[src/hdl/si7seg_pkg.sv]
// ----------------------------------------------------------------------------
// si7seg_pkg
// Shared types, constants and helpers for the signed seven-segment formatter.
// ----------------------------------------------------------------------------
`default_nettype none

package si7seg_pkg;

    // display geometry
    localparam int DIGIT_COUNT = 8;
    localparam int BCD_W       = 4 * DIGIT_COUNT;

    // magnitude width: 99999999 fits in 27 bits
    localparam int MAG_W = 27;

    // double-dabble pipeline split
    localparam int STEPS_PER_STAGE = 4;
    localparam int STAGE_COUNT     = (MAG_W + STEPS_PER_STAGE - 1) / STEPS_PER_STAGE;
    localparam int LAST_STEPS      = MAG_W - (STAGE_COUNT - 1) * STEPS_PER_STAGE;

    // range limits
    localparam logic [31:0] MAX_POSITIVE = 32'd99999999;
    localparam logic [31:0] MAX_NEGATIVE = 32'd9999999;

    // segment patterns
    localparam logic [7:0] BLANK_PATTERN = 8'h00;
    localparam logic [7:0] MINUS_RESET   = 8'h02;

    // token moving down the pipeline
    typedef struct packed {
        logic               valid;
        logic               neg;
        logic               fits;
        logic [MAG_W-1:0]   bin;
        logic [BCD_W-1:0]   bcd;
    } t_pipe;

    // one shift-add-3 step: correct each decimal digit, then shift in a bit
    function automatic t_pipe dabble_step(input t_pipe tok);
        t_pipe      res;
        logic [3:0] nib;
        res = tok;
        for (int k = 0; k < DIGIT_COUNT; k++) begin
            nib = tok.bcd[4*k +: 4];
            if (nib >= 4'd5) begin
                res.bcd[4*k +: 4] = nib + 4'd3;
            end else begin
                res.bcd[4*k +: 4] = nib;
            end
        end
        res.bcd = {res.bcd[BCD_W-2:0], tok.bin[MAG_W-1]};
        res.bin = {tok.bin[MAG_W-2:0], 1'b0};
        return res;
    endfunction

    // decimal digit to segment pattern (a..g in bits 7..1, dp off)
    function automatic logic [7:0] seg_decode(input logic [3:0] d);
        logic [7:0] pat;
        case (d)
            4'd0:    pat = 8'hfc;
            4'd1:    pat = 8'h60;
            4'd2:    pat = 8'hda;
            4'd3:    pat = 8'hf2;
            4'd4:    pat = 8'h66;
            4'd5:    pat = 8'hb6;
            4'd6:    pat = 8'hbe;
            4'd7:    pat = 8'he0;
            4'd8:    pat = 8'hfe;
            4'd9:    pat = 8'hf6;
            default: pat = BLANK_PATTERN;
        endcase
        return pat;
    endfunction

endpackage

`default_nettype wire

[src/hdl/si7seg_front.sv]
// ----------------------------------------------------------------------------
// si7seg_front
// Input register, then sign, magnitude and range check into a token register.
// ----------------------------------------------------------------------------
`default_nettype none

module si7seg_front (
    input  wire logic               i_clk,
    input  wire logic               i_rst_n,
    input  wire logic               i_adv,
    input  wire logic               i_valid,
    input  wire logic [31:0]        i_number,
    output si7seg_pkg::t_pipe       o_tok
);

    logic                r_num_valid;
    logic [31:0]         r_number;
    si7seg_pkg::t_pipe   r_tok;
    si7seg_pkg::t_pipe   n_tok;
    logic [31:0]         w_mag;

    // sign, magnitude and range check
    always_comb begin
        n_tok       = '0;
        w_mag       = r_number[31] ? (~r_number + 32'd1) : r_number;
        n_tok.valid = r_num_valid;
        n_tok.neg   = r_number[31];
        n_tok.fits  = r_number[31] ? (w_mag <= si7seg_pkg::MAX_NEGATIVE)
                                   : (w_mag <= si7seg_pkg::MAX_POSITIVE);
        n_tok.bin   = w_mag[si7seg_pkg::MAG_W-1:0];
    end

    // input valid and token registers
    always_ff @(posedge i_clk) begin
        if (!i_rst_n) begin
            r_num_valid <= 1'b0;
            r_tok       <= '0;
        end else if (i_adv) begin
            r_num_valid <= i_valid;
            r_tok       <= n_tok;
        end
    end

    // input number register
    always_ff @(posedge i_clk) begin
        if (i_adv) begin
            r_number <= i_number;
        end
    end

    assign o_tok = r_tok;

endmodule

`default_nettype wire

[src/hdl/si7seg_dabble.sv]
// ----------------------------------------------------------------------------
// si7seg_dabble
// One binary-to-decimal pipeline stage: STEPS shift-add-3 steps, registered.
// ----------------------------------------------------------------------------
`default_nettype none

module si7seg_dabble #(
    parameter int STEPS = si7seg_pkg::STEPS_PER_STAGE
) (
    input  wire logic               i_clk,
    input  wire logic               i_rst_n,
    input  wire logic               i_adv,
    input  wire si7seg_pkg::t_pipe  i_tok,
    output si7seg_pkg::t_pipe       o_tok
);

    si7seg_pkg::t_pipe r_tok;
    si7seg_pkg::t_pipe n_tok;

    // chained conversion steps
    always_comb begin
        n_tok = i_tok;
        for (int s = 0; s < STEPS; s++) begin
            n_tok = si7seg_pkg::dabble_step(n_tok);
        end
    end

    // stage register
    always_ff @(posedge i_clk) begin
        if (!i_rst_n) begin
            r_tok <= '0;
        end else if (i_adv) begin
            r_tok <= n_tok;
        end
    end

    assign o_tok = r_tok;

endmodule

`default_nettype wire

[src/hdl/si7seg_display.sv]
// ----------------------------------------------------------------------------
// si7seg_display
// Segment decode with leading-zero blanking, digit buffer and result register.
// ----------------------------------------------------------------------------
`default_nettype none

module si7seg_display (
    input  wire logic                                   i_clk,
    input  wire logic                                   i_rst_n,
    input  wire logic                                   i_adv,
    input  wire si7seg_pkg::t_pipe                      i_tok,
    input  wire logic                                   i_cfg_we,
    input  wire logic [7:0]                             i_cfg_wdata,
    output logic                                        o_valid,
    output logic                                        o_ok,
    output logic [8*si7seg_pkg::DIGIT_COUNT-1:0]        o_digits
);

    localparam int DC = si7seg_pkg::DIGIT_COUNT;

    logic              r_valid;
    logic              r_ok;
    logic [7:0]        r_minus_pattern;
    logic [7:0]        r_buf [DC];
    logic [7:0]        n_pat [DC];
    logic              w_seen;
    logic [3:0]        w_d;

    // decode digits, blank leading zeros, units always shown
    always_comb begin
        w_seen = 1'b0;
        w_d    = '0;
        for (int i = 0; i < DC; i++) begin
            w_d    = i_tok.bcd[4*(DC-1-i) +: 4];
            w_seen = w_seen | (w_d != 4'd0) | (i == DC - 1);
            n_pat[i] = w_seen ? si7seg_pkg::seg_decode(w_d) : si7seg_pkg::BLANK_PATTERN;
        end
        if (i_tok.neg) begin
            n_pat[0] = r_minus_pattern;
        end
    end

    // minus pattern register
    always_ff @(posedge i_clk) begin
        if (!i_rst_n) begin
            r_minus_pattern <= si7seg_pkg::MINUS_RESET;
        end else if (i_cfg_we) begin
            r_minus_pattern <= i_cfg_wdata;
        end
    end

    // digit buffer and result word
    always_ff @(posedge i_clk) begin
        if (!i_rst_n) begin
            r_valid <= 1'b0;
            r_ok    <= 1'b0;
            for (int i = 0; i < DC; i++) begin
                r_buf[i] <= si7seg_pkg::BLANK_PATTERN;
            end
        end else if (i_adv) begin
            r_valid <= i_tok.valid;
            if (i_tok.valid) begin
                r_ok <= i_tok.fits;
                if (i_tok.fits) begin
                    for (int i = 0; i < DC; i++) begin
                        r_buf[i] <= n_pat[i];
                    end
                end
            end
        end
    end

    // pack buffer, digit 1 lowest
    always_comb begin
        for (int i = 0; i < DC; i++) begin
            o_digits[8*i +: 8] = r_buf[i];
        end
    end

    assign o_valid = r_valid;
    assign o_ok    = r_ok;

endmodule

`default_nettype wire

[src/hdl/signed_integer_to_seven_segment_unit.sv]
// A word passes the input register, the token register, the 7-stage double-dabble
// pipeline (four shift-add-3 steps per stage, three in the last) and the result register.
// Throughput: one word per cycle while the pipeline advances.
// The whole pipeline advances together when the result register is empty or taken.
// Reset (synchronous, active low) empties the pipeline, blanks all eight digits
// and sets the minus pattern to segment g only.
// ----------------------------------------------------------------------------
// signed_integer_to_seven_segment_unit
// Formats a signed 32-bit integer onto an 8-digit seven-segment buffer.
// ----------------------------------------------------------------------------
`default_nettype none

module signed_integer_to_seven_segment_unit (
    input  wire logic           i_clk,
    input  wire logic           i_rst_n,
    // slave word: [31:0] number
    input  wire logic           i_s_tvalid,
    output logic                o_s_tready,
    input  wire logic [31:0]    i_s_tdata,
    // master word: [0] ok, [8:1] digit1, [16:9] digit2, ... [64:57] digit8, rest zero
    output logic                o_m_tvalid,
    input  wire logic           i_m_tready,
    output logic [71:0]         o_m_tdata,
    // minus pattern register
    input  wire logic           i_cfg_we,
    input  wire logic [7:0]     i_cfg_wdata
);

    localparam int SC = si7seg_pkg::STAGE_COUNT;

    logic                                       w_adv;
    logic                                       w_ok;
    logic [8*si7seg_pkg::DIGIT_COUNT-1:0]       w_digits;
    si7seg_pkg::t_pipe                          w_tok [SC+1];

    // global pipeline advance
    assign w_adv      = !o_m_tvalid || i_m_tready;
    assign o_s_tready = w_adv;

    // sign and range front end
    si7seg_front u_front (
        .i_clk    (i_clk),
        .i_rst_n  (i_rst_n),
        .i_adv    (w_adv),
        .i_valid  (i_s_tvalid),
        .i_number (i_s_tdata),
        .o_tok    (w_tok[0])
    );

    // binary to decimal pipeline
    for (genvar s = 0; s < SC; s++) begin : g_dabble
        si7seg_dabble #(
            .STEPS ((s == SC - 1) ? si7seg_pkg::LAST_STEPS : si7seg_pkg::STEPS_PER_STAGE)
        ) u_dabble (
            .i_clk   (i_clk),
            .i_rst_n (i_rst_n),
            .i_adv   (w_adv),
            .i_tok   (w_tok[s]),
            .o_tok   (w_tok[s+1])
        );
    end

    // segment decode and result register
    si7seg_display u_display (
        .i_clk       (i_clk),
        .i_rst_n     (i_rst_n),
        .i_adv       (w_adv),
        .i_tok       (w_tok[SC]),
        .i_cfg_we    (i_cfg_we),
        .i_cfg_wdata (i_cfg_wdata),
        .o_valid     (o_m_tvalid),
        .o_ok        (w_ok),
        .o_digits    (w_digits)
    );

    assign o_m_tdata = {7'd0, w_digits, w_ok};

endmodule

`default_nettype wire
[config.mk]
export PLATFORM = sky130hd
export DESIGN_NAME = signed_integer_to_seven_segment_unit
export DESIGN_NICKNAME = d
export VERILOG_FILES = /design/src/hdl/si7seg_pkg.sv /design/src/hdl/si7seg_front.sv /design/src/hdl/si7seg_dabble.sv /design/src/hdl/si7seg_display.sv /design/src/hdl/signed_integer_to_seven_segment_unit.sv
export SDC_FILE = /design/constraint.sdc
export NUM_CORES = 1
export LEC_CHECK = 0
export BUFFER_PORTS_ARGS = -buffer_cell sky130_fd_sc_hd__buf_2
export CAP_MARGIN = 0
export CELL_PAD_IN_SITES_DETAIL_PLACEMENT = 0
export CELL_PAD_IN_SITES_GLOBAL_PLACEMENT = 2
export CORE_ASPECT_RATIO = 0.5
export CORE_UTILIZATION = 31
export DETAILED_ROUTE_END_ITERATION = 16
export GPL_ROUTABILITY_DRIVEN = 0
export PLACE_DENSITY = 0.7
export SYNTH_ARGS = -nofsm -noshare
export SYNTH_HDL_FRONTEND = slang
export SYNTH_SLANG_ARGS = --single-unit
[constraint.sdc]
create_clock -name i_clk -period 6.65 [get_ports i_clk]
set_input_delay 1.33 -clock i_clk [delete_from_list [all_inputs] [get_ports i_clk]]
set_output_delay 1.33 -clock i_clk [all_outputs]
set_load 0.01 [all_outputs]
==> metrics, run 1 <==
status=finished, final reports clean; total power=12.8 mW; FP Rows=76; Switching Fraction=43.7%; MaxCap Viol Count=0; first-pass GRT wire length=112 mm; top post-synthesis cells by area=dfxtp_1 25%, edfxtp_1 9.9%, ha_1 7.1%, a21oi_1 6.9%, nand2_1 6.1%; clock tree buffer depth=3; clk sink count=425; syn_area_per_cell=7.95 sq um; VDD IR max=0.000168 V; Slew @ Worst Pin=1.01 ns; # diodes=0; cts hold-fix bufs=0; Post-DP HPWL=46.6 mm; P&R area growth vs syn=11.0%; Starting Density=31.4%; DRC viols=0; Die Y=211 um; # setup viols final=0; Max FO, Critical Path=13; Power Dens Cells=426 nW/um^2; NetSw=5.60 mW; asr flop ratio synth=0%; mapped cell area=27100 sq um; number of synthesized flops with an enable pin=89; Seq/Total Area, Yosys=34.7%; # nets final=3620; WP data arrival=5.06 ns; CP Launch Type=register; CTS Buf Count=44; DRT Pass-1 Iters=7; H-tree depth=2; Max Slew Vio Count=0; Final Critical Period=4.53 ns; via count of the first global-routing pass=21500; GRT Residual Overflow=0; Hold Vio Cnt, Final=0; ratio of final minimum period to clock period=68.2%; aggregate negative setup slack=0 ns; share of the synthesized area in the top cell type=24.8%; Yosys top cell by area=dfxtp_1; DR vias/cell=5.07; Gate Count Post-Synth=3407; Main synth FF type=dfxtp_1; root buffer cell=clkbuf_16; Worst Setup SP=g_dabble[5].u_dabble.o_tok[13]; Clock Pin Slew Worst Setup and Hold Paths=0.07 ns; DRT iter0 DRCs=1257; Internal=7.21 mW; fmax=221 MHz; post-cts sizing count=0; max_slew headroom=32.9%; Total Routing Usage GR=15.2%; number of synthesis warnings=0; Post-Route WL=68.6 mm; Crit. End Element=register; Final Skew=0.0289 ns; Top Ports=119; die width=420 um; Synth Register Bits=425; layout cells sized above 1=8.36%; Unique masters post-synth=91; die area=88700 sq um; Antenna Violating Nets Remaining=0; drt wl/cell=14.8 um; Port Buffers=104; required time of the critical path=7.18 ns; fill count=9128; Core Region=86300 sq um; Post-CTS Setup Bufs=0; Vias=23500; largest net degree at the start of global routing=155; worst r2r path cells=14; Clk pwr share=19.8%; WS Path Type=reg2reg; reg-to-reg critical path startpoint=g_dabble[5].u_dabble.o_tok[13]; RSZ-0062 raised after global routing=false; Hold Crit Depth=2; FF-to-FF setup slack=2.12 ns; Seq pwr share=25.8%; HP Class=reg2reg; Comb power frac=54.4%; worst-skew pair later-pin latency=0.61 ns; CTS tree=built; initial antenna violation count=2; Leak=11.7 nW
cells by family after synthesis:
group / Yosys count / synth area share, %
flip-flops: 425 / 34.7
other: 1 / 0.0138
XOR/XNOR: 137 / 4.48
AND/OR/NAND/NOR: 1093 / 18.6
AO/OA/AOI/OAI: 1134 / 25.9
buffers and inverters: 359 / 5.23
multiplexers: 101 / 3.91
adder cells (fa/ha/maj): 157 / 7.22
Yosys cell counts, types with 67 or more instances:
master,instances
xnor2_1,95
and2_1,67
nand2_1,443
edfxtp_1,89
nand3_1,69
dfxtp_1,336
nor2_1,252
ha_1,154
a21oi_1,375
inv_1,180
clkbuf_1,143
o21ai_0,268
per-stage QoR:
stage               cells  setup WS [ns]  hold slack, ns  area, sq um  util, %
floorplan            3420           1.54           0.431        27100        -
global placement     4545           2.30           0.441        28600     33.2
detailed placement   4545           2.13           0.445        28600     33.2
CTS                  4627           2.11           0.444        30100     34.8
global route         4627           1.64           0.461        30100     34.8
finish               4627           2.12           0.441        30100     34.8
metal layers:
metal  wire [um]  track usage, %  share of wire [%]
met5           0               0                  0
met4        1230            3.55                1.8
met3        2180            2.21                3.2
met2       29300            23.5                 43
met1       35900            22.1                 52
worst max-delay path, cell delays in order (launching register included):
cell and delay (ns):
dfxtp_1 0.34, inv_1 0.08, ha_1 0.17, nand2b_1 0.14, nor3b_1 0.14, a21oi_1 0.71, a21oi_1 0.22, xnor2_1 0.61
ha_1 0.38, maj3_1 0.37, o32a_1 0.17, a21oi_1 0.61, nor2b_1 0.26, nand2_1 0.11, o21ai_0 0.13
power by group through the flow:
stage	clock network [mW]	logic [mW]	registers, mW
3_5_place_dp	0	6.95	3.37
4_1_cts	2.64	6.99	3.31
6_report	2.53	6.97	3.31
3_3_place_gp	0	6.90	3.37
2_1_floorplan	0	5.57	3.29
5_1_grt	2.72	7.97	3.36
final cells by class:
class | instances | area (sq um) | area share (%)
multi-input cells | 2636 | 16400 | 54.4
flip-flops and latches | 425 | 9400 | 31.2
well taps | 1170 | 1460 | 4.87
clock buffers | 59 | 1260 | 4.19
inverters | 187 | 714 | 2.38
repair buffers | 127 | 706 | 2.35
clock inverters | 23 | 175 | 0.582
how the worst min path moves through the flow:
stage,endpoint,slack [ns],start
6_report,g_dabble[3].u_dabble.o_tok[57],0.44,g_dabble[2].u_dabble.o_tok[53]
5_1_grt,g_dabble[3].u_dabble.o_tok[57],0.46,g_dabble[2].u_dabble.o_tok[53]
4_1_cts,g_dabble[6].u_dabble.o_tok[59],0.44,g_dabble[5].u_dabble.o_tok[59]
3_5_place_dp,g_dabble[0].u_dabble.o_tok[52],0.44,g_dabble[0].u_dabble.o_tok[52]
3_3_place_gp,g_dabble[5].u_dabble.o_tok[61],0.44,g_dabble[5].u_dabble.o_tok[61]
2_1_floorplan,g_dabble[5].u_dabble.o_tok[56],0.43,g_dabble[5].u_dabble.o_tok[56]
cells in the final DEF (no fill, tap or decap), types with 69 or more instances in the layout:
| master | Yosys | layout |
|---|---|---|
| ha_1 | 154 | 154 |
| buf_2 | 4 | 104 |
| nand2_1 | 443 | 442 |
| xnor2_1 | 95 | 95 |
| nand3_1 | 69 | 69 |
| inv_1 | 180 | 179 |
| a21oi_1 | 375 | 375 |
| o21ai_0 | 268 | 268 |
| edfxtp_1 | 89 | 89 |
| nor2_1 | 252 | 250 |
| dfxtp_1 | 336 | 336 |
(Power assumes the default switching activity.)
==> run 2, diff against run 1 <==
Settings changed: PLACE_DENSITY 0.7 to 0.73.
Clock period 6.65 ns to 4.16 ns, I/O delays scaled along.
==> metrics, run 2 (same netlist as run 1, synthesis figures left out) <==
Port Buffers=104; max incr delay on CP=0.53 ns; Vias=23700; Core Region=86300 sq um; die area=88700 sq um; ratio of final minimum period to clock period=93.2%; Post-CTS Setup Bufs=0; CTS tree=built; FP Rows=76; RSZ-0062 raised after global routing=true; Hold Crit Depth=1; MaxCap Viol Count=0; DR vias/cell=5.08; H-tree depth=2; # diodes=0; WP data arrival=4.39 ns; Max Slew Vio Count=0; post-cts sizing count=0; Slew @ Worst Pin=0.985 ns; CP Cell Sequence=inv_1, ha_1, nand2b_1, a21oi_2, xnor2_1, inv_2, ha_1, o21ai_0, a31oi_2, inv_1, ha_1, or4_1, a211o_1, a32oi_1, buf_4, inv_1, ha_1, inv_1, nor2_1, o22ai_1; hold_sp=i_s_tdata[16]; Power Dens Cells=680 nW/um^2; fill count=9156; Final Skew=0.0188 ns; drt wl/cell=14.6 um; max_slew headroom=34.2%; layout cells sized above 1=9.73%; clock tree buffer depth=3; VDD IR max=0.000272 V; Die Y=211 um; Top Ports=119; P&R area growth vs syn=12.3%; Starting Density=31.4%; required time of the critical path=4.68 ns; leading cell types in the layout, fill and taps excluded=442 x nand2_1, 372 x a21oi_1, 336 x dfxtp_1; via count of the first global-routing pass=21700; worst r2r path cells=20; clk sink count=425; fmax=258 MHz; die width=420 um; Hold Vio Cnt, Final=0; # nets final=3661; Final Critical Period=3.88 ns; Antenna Violating Nets Remaining=0; GRT Residual Overflow=0; reg-to-reg critical path startpoint=g_dabble[5].u_dabble.o_tok[13]; Worst Setup SP=g_dabble[5].u_dabble.o_tok[13]; commonest non-fill, non-tap cell in the layout=nand2_1; CP Launch Type=register; status=finished, final reports clean; Post-Route WL=68.1 mm; Clock Pin Slew Worst Setup and Hold Paths=0.07 ns; DRT Pass-1 Iters=7; Max FO, Critical Path=7; aggregate negative setup slack=0 ns; DRC viols=0; # setup viols final=0; Crit. End Element=register; DRT iter0 DRCs=1556; first-pass GRT wire length=112 mm; cts hold-fix bufs=0; worst-skew pair later-pin latency=0.60 ns; HP Class=in2reg; critical path's slowest cell=or4_1; FF-to-FF setup slack=0.28 ns; Leak=11.9 nW; Final Cell Area=30400 sq um; CTS Buf Count=43; root buffer cell=clkbuf_16; Total Routing Usage GR=15.1%; Post-DP HPWL=46.7 mm; largest net degree at the start of global routing=167; initial antenna violation count=1; dpl cell area=29000 sq um; WS Path Type=reg2reg
-- run 2: cell types whose count changed in the layout (fill, tap and decap cells not counted), moves of 3 or more --
cell and change:
a21oi_1 -3, a21oi_2 +3, buf_12 +3, buf_4 +39
clkbuf_1 -3, clkbuf_16 -3
-- run 2: path summary, 6_finish.rpt --
path | end
worst max register to register | register
worst min-delay path | u_front.r_number[16]
worst min register to register | g_dabble[1].u_dabble.o_tok[57]
worst max-delay path | register
-- run 2: worst max-delay path: cells and delay by family, from the launching register on --
| kind | cells | cell delay [ns] |
|---|---|---|
| xor+xnor | 1 | 0.14 |
| compound gates | 6 | 1.20 |
| simple gates | 3 | 0.73 |
| buf+inv | 6 | 0.62 |
| flops | 1 | 0.34 |
| fa+ha+maj | 4 | 0.78 |
-- run 2: report_power, final --
| group | switching, mW | leakage [nW] | internal, mW |
|---|---|---|---|
| Clock | 1.77 | 0.666 | 2.19 |
| Combinational | 6.77 | 7.50 | 4.67 |
| Sequential | 0.409 | 3.69 | 4.88 |
-- run 2: layer usage --
metal  part of all wire, %  track usage, %  vias to the layer above
li1                      -               -                    12300
met1                    53            22.1                    11000
met2                    43            23.3                      281
met3                   3.3            2.42                       57
met4                   1.2            2.80                        0
met5                     0               0                        -
-- run 2: final cells by class --
type | count | area, sq um | share of cell area (%)
tap | 1170 | 1460 | 4.81
inverter | 187 | 714 | 2.35
sequential | 425 | 9400 | 30.9
timing repair buffer | 169 | 1060 | 3.48
clock buffer | 52 | 1160 | 3.81
clock inverter | 24 | 234 | 0.769
multi-input combinational | 2636 | 16400 | 53.9
-- run 2: per-stage QoR --
step | cells | util, % | setup WS [ns] | total power [mW] | hold WS (ns)
3_3_place_gp | 4587 | 33.6 | 0.179 | 16.6 | 0.439
2_1_floorplan | 3420 | - | 0.0439 | 14.2 | 0.431
4_1_cts | 4663 | 35.2 | 0.0434 | 20.9 | 0.364
6_report | 4663 | 35.3 | 0.284 | 20.7 | 0.419
3_5_place_dp | 4587 | 33.6 | 0.0931 | 16.7 | 0.445
5_1_grt | 4663 | 35.3 | -0.0111 | 22.7 | 0.374
==> run 3, diff against run 2 <==
Settings changed: CTS_BUF_LIST set to sky130_fd_sc_hd__clkbuf_16, PLACE_DENSITY 0.73 to not set, PLACE_DENSITY_LB_ADDON set to 0.1.
==> metrics, run 3 (same netlist as run 1, synthesis figures left out) <==
# setup viols final=0; hold endpoint=u_front.r_number[20]; DRT iter0 DRCs=1314; CP delay by family, top=compound AO/OA/AOI/OAI gates; Max FO, Critical Path=6; layout cells sized above 1=9.78%; Bufs and invs on worst path=5; VDD IR max=0.000254 V; via count of the first global-routing pass=21800; aggregate negative setup slack=0 ns; highest routed layer=met4; max_slew headroom=34.8%; Port Buffers=104; worst-skew pair later-pin latency=0.58 ns; root buffer cell=clkbuf_16; total power=21.1 mW; leading cell types in the layout, fill and taps excluded=442 x nand2_1, 373 x a21oi_1, 336 x dfxtp_1; met3 WL=1.94 mm; Leak=12.0 nW; Slew @ Worst Pin=0.976 ns; Crit. End Element=register; Post-Route WL=71.5 mm; MaxCap Viol Count=0; H-tree depth=2; die width=420 um; CTS Buf Count=45; CP Cell Sequence=inv_1, ha_1, nand2b_1, a21oi_2, xnor2_2, inv_2, ha_1, inv_1, a211o_1, o211a_2, ha_1, inv_1, o2111a_1, o2111a_1, a211oi_2, nand2_1, inv_1, ha_1, o21ba_2, a211oi_1, nor3_1; Vias=23600; fmax=262 MHz; WS Path Type=reg2reg; initial antenna violation count=0; Hold Vio Cnt, Final=0; Max Slew Vio Count=0; Comb power frac=55.2%; Core Region=86300 sq um; Core Util, Final=35.4%; Total Routing Usage GR=15.8%; max incr delay on CP=0.40 ns; Internal=12.1 mW; Hold Crit Depth=1; drt wl/cell=15.3 um; # nets final=3674; first-pass GRT wire length=116 mm; met1 WL=37.5 mm; Clock Pin Slew Worst Setup and Hold Paths=0.06 ns; RSZ-0062 raised after global routing=false; HP Class=in2reg; final worst slack=0.338 ns; Clk pwr share=19.6%; hold_sp=i_s_tdata[20]; commonest non-fill, non-tap cell in the layout=nand2_1; Final Skew=0.0104 ns; Antenna Violating Nets Remaining=0; clock tree buffer depth=3; Seq pwr share=25.1%; CTS tree=built; Post-DP HPWL=49.5 mm; DRC viols=0; DRT Pass-1 Iters=5; Top Ports=119; Power Dens Cells=689 nW/um^2; Switching Fraction=42.7%; Final Critical Period=3.82 ns; DR vias/cell=5.04; Die Y=211 um; fill count=9075; required time of the critical path=4.62 ns; NetSw=9.01 mW; largest net degree at the start of global routing=164; FF-to-FF setup slack=0.34 ns; CP Launch Type=register; Starting Density=31.4%; status=finished, final reports clean; GRT Residual Overflow=0; ratio of final minimum period to clock period=91.9%; Final Cell Area=30600 sq um; P&R area growth vs syn=12.9%; worst r2r path cells=21; FP Rows=76; clk sink count=425; Worst Setup SP=g_dabble[5].u_dabble.o_tok[5]; reg-to-reg critical path startpoint=g_dabble[5].u_dabble.o_tok[5]; WP data arrival=4.28 ns; post-place setup slack=0.158 ns; dpl cell area=29100 sq um; die area=88700 sq um; met2 wire len=31.0 mm; critical path's slowest cell=dfxtp_1
-- run 3: layer usage --
metal	up-vias	GRT usage (%)
li1	12400	-
met1	10900	22.5
met2	245	25.2
met3	65	2.35
met4	0	3.10
met5	-	0
-- run 3: area by class of cell --
cell class | count | area (sq um) | share of cell area [%]
multi-input cells | 2636 | 16400 | 53.7
flip-flops and latches | 425 | 9400 | 30.7
well taps | 1170 | 1460 | 4.78
clock buffers | 47 | 1180 | 3.84
repair buffers | 180 | 1130 | 3.69
inverters | 187 | 714 | 2.33
clock inverters | 32 | 295 | 0.965
diodes | 1 | 2.50 | 0.00818
-- run 3: through the flow --
stage          hold WS (ns)  cells
4_1_cts               0.366   4676
6_report              0.417   4678
3_5_place_dp          0.444   4597
3_3_place_gp          0.440   4597
5_1_grt               0.369   4677
2_1_floorplan         0.431   3420
-- run 3: worst max path at each step --
stage / endpoint / slack [ns] / cells past startpoint
6_report: register / 0.34 / 21
3_3_place_gp: register / 0.26 / 21
5_1_grt: register / 0.002 / 21
2_1_floorplan: o_s_tready / 0.04 / 7
4_1_cts: register / 0.13 / 21
3_5_place_dp: register / 0.16 / 21
-- run 3: worst register-to-register path: stages, from the launching register on --
cell and delay, ns:
dfxtp_1 0.40, inv_1 0.08, ha_1 0.21, nand2b_1 0.16, a21oi_2 0.22, xnor2_2 0.16
inv_2 0.10, ha_1 0.20, inv_1 0.07, a211o_1 0.15, o211a_2 0.23, ha_1 0.18
inv_1 0.04, o2111a_1 0.11, o2111a_1 0.23, a211oi_2 0.26, nand2_1 0.10, inv_1 0.15
ha_1 0.18, o21ba_2 0.16, a211oi_1 0.21, nor3_1 0.08
-- run 3: timing repair --
| item | in CTS | in global routing |
|---|---|---|
| hold buffers | 0 | 0 |
| resized for setup | 0 | 13 |
| setup endpoints to repair | 0 | 21 |
| setup buffers | 0 | 1 |
| hold endpoints to repair | 0 | 0 |
-- run 3: power groups by stage --
stage	Sequential, mW	Combinational [mW]	Clock, mW
after floorplan	5.25	8.91	0
after global placement	5.40	11.5	0
after detailed placement	5.40	11.5	0
after CTS	5.31	11.6	4.34
after global routing	5.39	13.3	4.49
final	5.30	11.6	4.14
